## src/sv/pva_pkg.sv

```systemverilog
// pva_pkg: shared types and constants for the voice allocator
// op and action codes, controller/datapath command and status structs
// no dependencies
package pva_pkg;

  // event codes carried by an input beat
  typedef enum logic [1:0] {
    OP_NOTE_ON    = 2'd0,
    OP_NOTE_OFF   = 2'd1,
    OP_ALL_OFF    = 2'd2,
    OP_VOICE_DONE = 2'd3
  } op_t;

  // what a note on did to its slot
  typedef enum logic [1:0] {
    ACT_NONE   = 2'd0,
    ACT_FREE   = 2'd1,
    ACT_RETRIG = 2'd2,
    ACT_STEAL  = 2'd3
  } action_t;

  // velocity full scale, 1.0 in unsigned 1.7 fixed point
  localparam logic [7:0] VEL_FULL = 8'd128;

  // width that holds any slot count or slot number, and the reported ceiling
  localparam int         EXT_W    = 7;
  localparam logic [3:0] CNT_SAT  = 4'd15;

  // controller to datapath
  typedef struct packed {
    logic load;    // latch the input beat
    logic issue;   // read slot tables at rd_addr
    logic eval;    // evaluate the slot read last cycle
    logic commit;  // update slot state and load the result register
  } pva_cmd_t;

  // datapath to controller
  typedef struct packed {
    logic scan_op; // offered beat needs a slot scan
    logic stop;    // scan has reached its end
  } pva_stat_t;

endpackage

```

## src/sv/pva_in_if.sv

```systemverilog
// pva_in_if: input event channel, valid/ready with event payload
// depends on pva_pkg
interface pva_in_if import pva_pkg::*; ();
  logic       valid;
  logic       ready;
  op_t        op;
  logic [6:0] note;
  logic [7:0] velocity;
  logic [2:0] voice_id;

  modport source (output valid, output op, output note, output velocity,
                  output voice_id, input ready);
  modport sink   (input valid, input op, input note, input velocity,
                  input voice_id, output ready);
endinterface

```

## src/sv/pva_out_if.sv

```systemverilog
// pva_out_if: result channel, valid/ready with allocation result payload
// depends on pva_pkg
interface pva_out_if import pva_pkg::*; ();
  logic       valid;
  logic       ready;
  logic [2:0] chosen_voice;
  action_t    action;
  logic [7:0] released_mask;
  logic [3:0] active_count;
  logic [7:0] voice_velocity;

  modport source (output valid, output chosen_voice, output action,
                  output released_mask, output active_count,
                  output voice_velocity, input ready);
  modport sink   (input valid, input chosen_voice, input action,
                  input released_mask, input active_count,
                  input voice_velocity, output ready);
endinterface

```

## src/sv/pva_ctrl.sv

```systemverilog
// pva_ctrl: sequencing state machine for the voice allocator
// owns the handshakes, the scan counter and the result valid flag; uses pva_pkg
module pva_ctrl import pva_pkg::*; #(
  parameter int  VOICE_COUNT = 8,
  localparam int IW = (VOICE_COUNT > 1) ? $clog2(VOICE_COUNT) : 1,
  localparam int CW = $clog2(VOICE_COUNT + 1)
) (
  input  logic          clk,
  input  logic          rst_n,
  input  logic          in_valid,
  output logic          in_ready,
  output logic          out_valid,
  input  logic          out_ready,
  output pva_cmd_t      cmd,
  output logic [IW-1:0] rd_addr,
  input  pva_stat_t     stat
);

  typedef enum logic [2:0] {
    S_IDLE = 3'b001,
    S_SCAN = 3'b010,
    S_FIN  = 3'b100
  } state_t;

  state_t        state_r, state_nxt;
  logic [CW-1:0] cnt_r, cnt_nxt;
  logic          out_valid_r, out_valid_nxt;

  // next state, commands and scan address
  always_comb begin
    state_nxt = state_r;
    cnt_nxt   = cnt_r;
    cmd       = '0;
    rd_addr   = cnt_r[IW-1:0];
    in_ready  = 1'b0;
    unique case (state_r)
      S_IDLE: begin
        in_ready = 1'b1;
        if (in_valid) begin
          cmd.load = 1'b1;
          if (stat.scan_op) begin
            cmd.issue = 1'b1;
            rd_addr   = '0;
            cnt_nxt   = CW'(1);
            state_nxt = S_SCAN;
          end else begin
            state_nxt = S_FIN;
          end
        end
      end
      S_SCAN: begin
        cmd.eval = 1'b1;
        if (cnt_r < CW'(VOICE_COUNT)) begin
          cmd.issue = 1'b1;
          cnt_nxt   = cnt_r + 1'b1;
        end
        if (stat.stop) begin
          state_nxt = S_FIN;
        end
      end
      S_FIN: begin
        if (!out_valid_r || out_ready) begin
          cmd.commit = 1'b1;
          state_nxt  = S_IDLE;
        end
      end
      default: begin
        state_nxt = S_IDLE;
      end
    endcase
  end

  // result register valid flag
  always_comb begin
    out_valid_nxt = out_valid_r;
    if (cmd.commit) begin
      out_valid_nxt = 1'b1;
    end else if (out_ready) begin
      out_valid_nxt = 1'b0;
    end
  end

  assign out_valid = out_valid_r;

  always_ff @(posedge clk) begin
    if (!rst_n) begin
      state_r     <= S_IDLE;
      cnt_r       <= '0;
      out_valid_r <= 1'b0;
    end else begin
      state_r     <= state_nxt;
      cnt_r       <= cnt_nxt;
      out_valid_r <= out_valid_nxt;
    end
  end

  // scan counter never runs past the table
  a_scan_bound: assert property (@(posedge clk) disable iff (!rst_n)
    (state_r == S_SCAN) |-> (cnt_r <= CW'(VOICE_COUNT)))
    else $error("scan counter beyond slot table");

  // a finished item waits in FIN while the result register is occupied
  a_fin_stall: assert property (@(posedge clk) disable iff (!rst_n)
    (state_r == S_FIN && out_valid_r && !out_ready) |=> (state_r == S_FIN))
    else $error("result overwritten while still waiting");

  // a commit always presents a result beat
  a_commit_valid: assert property (@(posedge clk) disable iff (!rst_n)
    cmd.commit |=> out_valid_r)
    else $error("commit without result valid");

endmodule

```

## src/sv/pva_dp.sv

```systemverilog
// pva_dp: slot tables, scan evaluation, state update and result register
// note/age tables are memories read one slot a cycle; uses pva_pkg
module pva_dp import pva_pkg::*; #(
  parameter int  VOICE_COUNT = 8,
  localparam int IW = (VOICE_COUNT > 1) ? $clog2(VOICE_COUNT) : 1,
  localparam int CW = $clog2(VOICE_COUNT + 1)
) (
  input  logic          clk,
  input  logic          rst_n,
  input  pva_cmd_t      cmd,
  input  logic [IW-1:0] rd_addr,
  output pva_stat_t     stat,
  input  op_t           in_op,
  input  logic [6:0]    in_note,
  input  logic [7:0]    in_velocity,
  input  logic [2:0]    in_voice_id,
  output logic [2:0]    res_chosen,
  output action_t       res_action,
  output logic [7:0]    res_mask,
  output logic [3:0]    res_count,
  output logic [7:0]    res_velocity
);

  // slot tables
  logic [6:0]  note_mem [VOICE_COUNT];
  logic [31:0] age_mem  [VOICE_COUNT];
  logic [VOICE_COUNT-1:0] held_r, held_nxt;
  logic [VOICE_COUNT-1:0] active_r, active_nxt;
  logic [CW-1:0]          cnt_r, cnt_nxt;
  logic [31:0]            age_stamp_r;
  logic [31:0]            age_next;

  // latched item
  op_t        op_r;
  logic [6:0] note_r;
  logic [7:0] vel_r;
  logic [2:0] vid_r;

  // scan read stage and running picks
  logic          ev_valid_r;
  logic [IW-1:0] ev_idx_r;
  logic [6:0]    rd_note_r;
  logic [31:0]   rd_age_r;
  logic          rd_held_r;
  logic          rd_active_r;
  logic [IW-1:0] best_idx_r;
  logic [31:0]   best_age_r;
  logic [IW-1:0] pick_r;
  action_t       act_r;
  logic [VOICE_COUNT-1:0] rel_mask_r;

  logic                   is_on;
  logic                   note_hit;
  logic                   older;
  logic                   last_slot;
  logic                   vid_ok;
  logic [IW-1:0]          vid_idx;
  logic [VOICE_COUNT-1:0] mask_sel;
  logic [VOICE_COUNT+7:0] mask_pad;
  logic [IW+2:0]          pick_pad;
  logic [EXT_W-1:0]       cnt_ext;
  logic [3:0]             count_out;

  // slot evaluation for the beat read last cycle
  always_comb begin
    is_on        = (op_r == OP_NOTE_ON);
    note_hit     = rd_held_r && (rd_note_r == note_r);
    older        = (ev_idx_r == '0) || (rd_age_r < best_age_r);
    last_slot    = (ev_idx_r == IW'(VOICE_COUNT - 1));
    stat.scan_op = (in_op == OP_NOTE_ON) || (in_op == OP_NOTE_OFF);
    stat.stop    = ev_valid_r && ((is_on && (note_hit || !rd_active_r)) || last_slot);
    vid_ok       = (EXT_W'(vid_r) < EXT_W'(VOICE_COUNT));
    vid_idx      = IW'(vid_r);
    age_next     = age_stamp_r + 32'd1;
  end

  // held/active/count update at commit
  always_comb begin
    held_nxt   = held_r;
    active_nxt = active_r;
    cnt_nxt    = cnt_r;
    mask_sel   = '0;
    if (cmd.commit) begin
      unique case (op_r)
        OP_NOTE_ON: begin
          held_nxt[pick_r]   = 1'b1;
          active_nxt[pick_r] = 1'b1;
          if (!active_r[pick_r]) begin
            cnt_nxt = cnt_r + 1'b1;
          end
        end
        OP_NOTE_OFF: begin
          held_nxt = held_r & ~rel_mask_r;
          mask_sel = rel_mask_r;
        end
        OP_ALL_OFF: begin
          held_nxt = '0;
          mask_sel = held_r;
        end
        OP_VOICE_DONE: begin
          if (vid_ok) begin
            active_nxt[vid_idx] = 1'b0;
            if (active_r[vid_idx]) begin
              cnt_nxt = cnt_r - 1'b1;
            end
          end
        end
      endcase
    end
  end

  // result formatting: slots past eight have no mask bit, count saturates
  always_comb begin
    mask_pad  = (VOICE_COUNT + 8)'(mask_sel);
    pick_pad  = (IW + 3)'(pick_r);
    cnt_ext   = EXT_W'(cnt_nxt);
    count_out = (cnt_ext > EXT_W'(CNT_SAT)) ? CNT_SAT : cnt_ext[3:0];
  end

  // control state
  always_ff @(posedge clk) begin
    if (!rst_n) begin
      held_r      <= '0;
      active_r    <= '0;
      cnt_r       <= '0;
      age_stamp_r <= '0;
      ev_valid_r  <= 1'b0;
    end else begin
      held_r     <= held_nxt;
      active_r   <= active_nxt;
      cnt_r      <= cnt_nxt;
      ev_valid_r <= cmd.issue;
      if (cmd.commit && is_on) begin
        age_stamp_r <= age_next;
      end
    end
  end

  // slot tables: write the chosen slot at commit, registered scan read
  always_ff @(posedge clk) begin
    if (cmd.commit && is_on) begin
      note_mem[pick_r] <= note_r;
      age_mem[pick_r]  <= age_next;
    end
    if (cmd.issue) begin
      rd_note_r   <= note_mem[rd_addr];
      rd_age_r    <= age_mem[rd_addr];
      rd_held_r   <= held_r[rd_addr];
      rd_active_r <= active_r[rd_addr];
      ev_idx_r    <= rd_addr;
    end
  end

  // item latch, scan picks and result register
  always_ff @(posedge clk) begin
    if (cmd.load) begin
      op_r       <= in_op;
      note_r     <= in_note;
      vel_r      <= (in_velocity > VEL_FULL) ? VEL_FULL : in_velocity;
      vid_r      <= in_voice_id;
      rel_mask_r <= '0;
    end
    if (cmd.eval && ev_valid_r) begin
      if (is_on) begin
        if (older) begin
          best_idx_r <= ev_idx_r;
          best_age_r <= rd_age_r;
        end
        if (stat.stop) begin
          priority if (note_hit) begin
            pick_r <= ev_idx_r;
            act_r  <= ACT_RETRIG;
          end else if (!rd_active_r) begin
            pick_r <= ev_idx_r;
            act_r  <= ACT_FREE;
          end else begin
            pick_r <= older ? ev_idx_r : best_idx_r;
            act_r  <= ACT_STEAL;
          end
        end
      end else if (note_hit) begin
        rel_mask_r[ev_idx_r] <= 1'b1;
      end
    end
    if (cmd.commit) begin
      res_chosen   <= is_on ? pick_pad[2:0] : 3'd0;
      res_action   <= is_on ? act_r : ACT_NONE;
      res_mask     <= mask_pad[7:0];
      res_count    <= count_out;
      res_velocity <= is_on ? vel_r : 8'd0;
    end
  end

  // running count tracks the active flags
  a_count_match: assert property (@(posedge clk) disable iff (!rst_n)
    EXT_W'(cnt_r) == EXT_W'($countones(active_r)))
    else $error("active count out of step with active flags");

  // stealing only happens with every slot busy
  a_steal_full: assert property (@(posedge clk) disable iff (!rst_n)
    (cmd.commit && is_on && act_r == ACT_STEAL) |-> (&active_r))
    else $error("slot stolen while a free slot exists");

  // a note off only releases slots that were held
  a_release_held: assert property (@(posedge clk) disable iff (!rst_n)
    (cmd.commit && op_r == OP_NOTE_OFF) |-> ((rel_mask_r & ~held_r) == '0))
    else $error("note off released a slot that was not held");

endmodule

```

## src/sv/polyphonic_voice_allocator_core.sv

```systemverilog
// polyphonic_voice_allocator_core: oldest-voice-stealing slot allocator
// all notes off and voice finished skip the scan and go straight from the accepted beat to the result,
// a note on scans slots in order and stops at the first held match or free slot, a note off scans every slot
// the one-slot-a-cycle scan of the note/age memory runs through its single read port, and a new beat is
// taken only after the last one is committed; the result register lets the next beat in while it waits
// reset: synchronous active-low rst_n clears flags, count and age stamp; no clearing pass
module polyphonic_voice_allocator_core import pva_pkg::*; #(
  parameter int VOICE_COUNT = 8
) (
  input  logic      clk,
  input  logic      rst_n,
  pva_in_if.sink    in_chan,
  pva_out_if.source out_chan
);

  localparam int IW = (VOICE_COUNT > 1) ? $clog2(VOICE_COUNT) : 1;

  pva_cmd_t      cmd;
  pva_stat_t     stat;
  logic [IW-1:0] rd_addr;

  // sequencer
  pva_ctrl #(
    .VOICE_COUNT (VOICE_COUNT)
  ) u_ctrl (
    .clk       (clk),
    .rst_n     (rst_n),
    .in_valid  (in_chan.valid),
    .in_ready  (in_chan.ready),
    .out_valid (out_chan.valid),
    .out_ready (out_chan.ready),
    .cmd       (cmd),
    .rd_addr   (rd_addr),
    .stat      (stat)
  );

  // slot tables and result register
  pva_dp #(
    .VOICE_COUNT (VOICE_COUNT)
  ) u_dp (
    .clk          (clk),
    .rst_n        (rst_n),
    .cmd          (cmd),
    .rd_addr      (rd_addr),
    .stat         (stat),
    .in_op        (in_chan.op),
    .in_note      (in_chan.note),
    .in_velocity  (in_chan.velocity),
    .in_voice_id  (in_chan.voice_id),
    .res_chosen   (out_chan.chosen_voice),
    .res_action   (out_chan.action),
    .res_mask     (out_chan.released_mask),
    .res_count    (out_chan.active_count),
    .res_velocity (out_chan.voice_velocity)
  );

endmodule

```

## src/flat_wrapper.sv

```systemverilog
// flat-port wrapper written by rule: the top's interface ports become plain ports
module polyphonic_voice_allocator_core_flat import pva_pkg::*;
#(
  parameter int VOICE_COUNT = 8
)
  (clk, rst_n, in_chan_valid, in_chan_op, in_chan_note, in_chan_velocity, in_chan_voice_id, in_chan_ready, out_chan_valid, out_chan_chosen_voice, out_chan_action, out_chan_released_mask, out_chan_active_count, out_chan_voice_velocity, out_chan_ready);
  pva_in_if in_chan_i ();
  pva_out_if out_chan_i ();
  input  logic clk;
  input  logic rst_n;
  input wire logic [$bits(in_chan_i.valid)-1:0] in_chan_valid;
  input wire logic [$bits(in_chan_i.op)-1:0] in_chan_op;
  input wire logic [$bits(in_chan_i.note)-1:0] in_chan_note;
  input wire logic [$bits(in_chan_i.velocity)-1:0] in_chan_velocity;
  input wire logic [$bits(in_chan_i.voice_id)-1:0] in_chan_voice_id;
  output wire logic [$bits(in_chan_i.ready)-1:0] in_chan_ready;
  output wire logic [$bits(out_chan_i.valid)-1:0] out_chan_valid;
  output wire logic [$bits(out_chan_i.chosen_voice)-1:0] out_chan_chosen_voice;
  output wire logic [$bits(out_chan_i.action)-1:0] out_chan_action;
  output wire logic [$bits(out_chan_i.released_mask)-1:0] out_chan_released_mask;
  output wire logic [$bits(out_chan_i.active_count)-1:0] out_chan_active_count;
  output wire logic [$bits(out_chan_i.voice_velocity)-1:0] out_chan_voice_velocity;
  input wire logic [$bits(out_chan_i.ready)-1:0] out_chan_ready;
  assign in_chan_i.valid = in_chan_valid;
  assign in_chan_i.op = in_chan_op;
  assign in_chan_i.note = in_chan_note;
  assign in_chan_i.velocity = in_chan_velocity;
  assign in_chan_i.voice_id = in_chan_voice_id;
  assign in_chan_ready = in_chan_i.ready;
  assign out_chan_valid = out_chan_i.valid;
  assign out_chan_chosen_voice = out_chan_i.chosen_voice;
  assign out_chan_action = out_chan_i.action;
  assign out_chan_released_mask = out_chan_i.released_mask;
  assign out_chan_active_count = out_chan_i.active_count;
  assign out_chan_voice_velocity = out_chan_i.voice_velocity;
  assign out_chan_i.ready = out_chan_ready;
  polyphonic_voice_allocator_core #(.VOICE_COUNT(VOICE_COUNT)) u_core (.clk(clk), .rst_n(rst_n), .in_chan(in_chan_i), .out_chan(out_chan_i));
endmodule
```

## config.mk

```make
export PLATFORM = sky130hd
export DESIGN_NAME = polyphonic_voice_allocator_core_flat
export DESIGN_NICKNAME = d
export VERILOG_FILES = /design/src/sv/pva_pkg.sv /design/src/sv/pva_in_if.sv /design/src/sv/pva_out_if.sv /design/src/sv/pva_ctrl.sv /design/src/sv/pva_dp.sv /design/src/sv/polyphonic_voice_allocator_core.sv /design/src/flat_wrapper.sv
export SDC_FILE = /design/constraint.sdc
export NUM_CORES = 1
export LEC_CHECK = 0
export BUFFER_PORTS_ARGS = -buffer_cell sky130_fd_sc_hd__buf_2
export CORE_MARGIN = 2
export CORE_UTILIZATION = 40
export CTS_CLUSTER_SIZE = 8
export DETAILED_ROUTE_END_ITERATION = 8
export GPL_TIMING_DRIVEN = 0
export SLEW_MARGIN = 20
export SYNTH_ARGS = -nofsm -noshare
export SYNTH_HDL_FRONTEND = slang
export SYNTH_HIERARCHICAL = 1
export SYNTH_SLANG_ARGS = --single-unit
```

## constraint.sdc

```tcl
create_clock -name clk -period 14.3 [get_ports clk]
set_input_delay 3.575 -clock clk [delete_from_list [all_inputs] [get_ports clk]]
set_output_delay 3.575 -clock clk [all_outputs]
set_load 0.1 [all_outputs]
```

==> impl_metrics.env <==
export IMPL_fillers=4384
export IMPL_synth_top_area_share_pct=63.12
export IMPL_rows=83
export IMPL_die_area_um2=54300
export IMPL_drtAntennaViolNets=0
export IMPL_synth_compound_area_share_pct=3.608
export IMPL_gp_congestion=0.8620
export IMPL_synth_seq_cells=510
export IMPL_synth_fa_ha_area_share_pct=2.326
export IMPL_layout_min_cycle_time_ns=6.571
export IMPL_synth_area_um2=20980
export IMPL_rsz0062_at_grt="false"
export IMPL_die_h_um=233.0
export IMPL_wl_per_cell_um=20.83
export IMPL_finalSetupViolations=0
export IMPL_fin_hold_ws_ns=0.4434
export IMPL_period_share_pct=45.95
export IMPL_holdCritStartpoint="u_core/u_dp/rd_age_r[0]"
export IMPL_synth_edf_count=441
export IMPL_leakage_nw=8.107
export IMPL_drc=0
export IMPL_worstReg2RegEnd="u_core/u_dp/rd_age_r[31]"
export IMPL_core_um2=51610
export IMPL_wl_mm=44.62
export IMPL_worstMarginPinSlew_ns=1.059
export IMPL_rr_worst_depth=7
export IMPL_peakVddDrop_mv=0.08324
export IMPL_drv_cap=0
export IMPL_critPathRequiredTime_ns=14.62
export IMPL_grt_pass1_vias=11650
export IMPL_critPathMaxStageDelay_ns=0.79
export IMPL_synth_simple_area_share_pct=8.009
export IMPL_clk_latency_ns=0.59
export IMPL_cts_reportedPaths_clkPinSlew_ns=0.05
export IMPL_dp_cells=2029
export IMPL_num_io_pins=51
export IMPL_hold_viol=0
export IMPL_area_growth_pct=16.58
export IMPL_slowest_stage="buf_1"
export IMPL_clock_skew_ns=0.02658
export IMPL_h_tree_depth=3
export IMPL_syn_area_per_cell_um2=16.38
export IMPL_ys_warn_count=6
export IMPL_postSynthNetCount=1344
export IMPL_synthMuxAreaShare_pct=11.69
export IMPL_antenna_found_initial=0
export IMPL_clock_root_buffer="clkbuf_16"
export IMPL_dr_pass1_iters=6
export IMPL_maxSlewViolCount=0
export IMPL_hp_class="flop to flop"
export IMPL_yosys_cell_types_count=66
export IMPL_outcome="finished, final reports clean"
export IMPL_clk_path_buf_depth=3
export IMPL_dp_hpwl_mm=28.11
export IMPL_via_count=11380
export IMPL_ctsResizeCount=0
export IMPL_n_antenna_cell=0
export IMPL_relSlewSlack_pct=29.41
export IMPL_cp_arrival_ns=6.89
export IMPL_final_cells=2142
export IMPL_synthTopCellsByArea="edfxtp_1 63%, mux4_2 9.0%, dfxtp_1 6.6%, mux2_2 2.6%, ha_1 2.3%"
export IMPL_grt_max_degree=46
export IMPL_grt_pass1_wl_mm=68.47
export IMPL_post_place_ws_ns=7.021
export IMPL_dieWidth_um=233.0
export IMPL_tns_ns=0
export IMPL_fin_ws_ns=7.729
export IMPL_cts_tree="yes"
export IMPL_r2r_slack_ns=10.24
export IMPL_syn_inst=1281
export IMPL_utilization_pct=47.39
export IMPL_vias_per_cell=5.313
export IMPL_min_path_cells=0
export IMPL_fin_nets=1487
export IMPL_whs_endpoint="u_core/u_dp/best_age_r[0]"
export IMPL_drtIter0Drc=857
export IMPL_drive_gt1_share_pct=21.61
export IMPL_start_kind="input pin"
export IMPL_cts_hold_buf=0
export IMPL_synth_flop_cell="edfxtp_1"
export IMPL_track_usage_pct=16.88
export IMPL_crit_chain="buf_2 -> and4bb_4 -> nand2_2 -> and2_1 -> clkbuf_1 -> buf_1 -> mux4_2 -> mux2_2"
export IMPL_cts_made_buffers=73
export IMPL_power_density_nw_per_um2=134.1
export IMPL_cts_setup_buffers=0
export IMPL_synth_xor_area_share_pct=2.588
export IMPL_endpoint_kind="flop"
export IMPL_numPortBuffers=50
export IMPL_cts_sinks=510
export IMPL_seq_area_frac_synth_pct=69.70
export IMPL_worstSetupPathType="input pin to flop"
export IMPL_synthArstFlopShare_pct=0
export IMPL_critPathMaxFanout=26
export IMPL_max_freq_ghz=0.1522
export IMPL_worstReg2RegStart="u_core/u_ctrl/state_r[2]"
export IMPL_grt_ovfl_total=0
export IMPL_initial_core_util_pct=40.65
export IMPL_synth_top_area_cell="edfxtp_1"
export IMPL_synth_top_family_by_area="multiplexers"
==> metal layers <==
metal / vias up / GRT usage [%] / part of all wire [%]
met4: 0 / 5.951 / 2.1
li1: 5228 / - / -
met1: 5817 / 23.58 / 46
met2: 268 / 26.54 / 47
met3: 67 / 3.125 / 4.7
met5: - / 0 / 0
==> cell usage after synthesis (all sizes together), types with 2 or more instances <==
cell type  count
dfxtp         69
and4bb         2
a21boi         2
a31oi          7
buf           18
a221o          3
ha            39
nand2b        15
a211oi         5
mux2          48
a211o          2
nor2          69
xor2          28
mux2i          2
nor4b          3
and3          11
and4           6
or4            3
inv           53
and2          31
o21a           2
nor3b          4
clkbuf        41
nand3         30
edfxtp       441
nand4         15
o21ai         11
nor4           7
a21o          11
and4b          2
a21oi         43
a22oi         10
xnor2         34
or3            8
nand2         44
mux4          84
nor2b         29
nor3          27
o22ai          8
==> per-stage QoR <==
step | power [mW] | cell area, um2
detailed placement | 1.755 | 22370
finish | 3.280 | 24460
global placement | 1.753 | 22080
CTS | 3.320 | 24440
floorplan | 1.722 | 20980
global route | 3.392 | 24460
==> registers in the layout (all words and copies together), names as in the netlist, 32 cells and up <==
name / flops
u_core/u_dp/age_mem: 256
u_core/u_dp/note_mem: 56
u_core/u_dp/age_stamp_r: 32
u_core/u_dp/best_age_r: 32
u_core/u_dp/rd_age_r: 32
==> cell families (layout without fill, tap and decap cells) <==
logic type | count (synthesis) | after routing
xor+xnor | 62 | 62
buf+inv | 112 | 293
compound gates | 116 | 116
fa+ha+maj | 39 | 39
simple gates | 308 | 308
mux | 134 | 134
flops | 510 | 510
==> how the worst max path moves through the flow <==
stage | start | endpoint
6_report | in_chan_valid | u_core/u_dp/rd_age_r[31]
3_3_place_gp | out_chan_ready | u_core/u_dp/age_mem[4][19]
4_1_cts | in_chan_valid | u_core/u_dp/rd_age_r[16]
3_5_place_dp | in_chan_valid | u_core/u_dp/rd_age_r[16]
5_1_grt | in_chan_valid | u_core/u_dp/rd_age_r[31]
2_1_floorplan | out_chan_ready | u_core/u_dp/age_mem[4][0]
==> layout make-up <==
type | count | area, um2 | share of cell area (%)
Clock inverter | 6 | 76.32 | 0.3121
Buffer | 59 | 241.5 | 0.9873
Multi-Input combinational cell | 659 | 5972 | 24.42
Clock buffer | 107 | 1997 | 8.165
Inverter | 53 | 198.9 | 0.8134
Tap cell | 680 | 850.8 | 3.479
Timing Repair Buffer | 68 | 498.0 | 2.036
Sequential cell | 510 | 14620 | 59.79
==> worst max-delay path, delay by kind of cell <==
| family | cells | cell delay, ns |
|---|---|---|
| mux | 2 | 0.94 |
| simple gates | 3 | 0.70 |
| buf+inv | 3 | 1.67 |
==> where the power goes <==
part	switching (mW)	leakage (nW)	internal, mW	total [mW]
clock network	0.598	0.995	0.957	1.55
registers	0.0107	4.50	1.62	1.63
logic	0.0599	2.61	0.0328	0.0927
==> layout by cell type (no fill, tap or decap), types with 8 or more instances in the layout <==
cell type / instances
edfxtp_1: 441
mux4_2: 84
clkbuf_16: 75
clkbuf_1: 73
nor2_1: 69
dfxtp_1: 69
buf_2: 55
inv_1: 53
mux2_2: 48
a21oi_1: 43
nand2_1: 42
ha_1: 39
xnor2_1: 34
nor2b_1: 29
nand3_1: 29
xor2_1: 28
and2_1: 26
nor3_1: 25
nand4_1: 15
nand2b_1: 15
o21ai_0: 11
a21o_1: 11
a22oi_1: 10
buf_1: 9
o22ai_1: 8
or3_1: 8
Power figures use the tool's default switching activity.
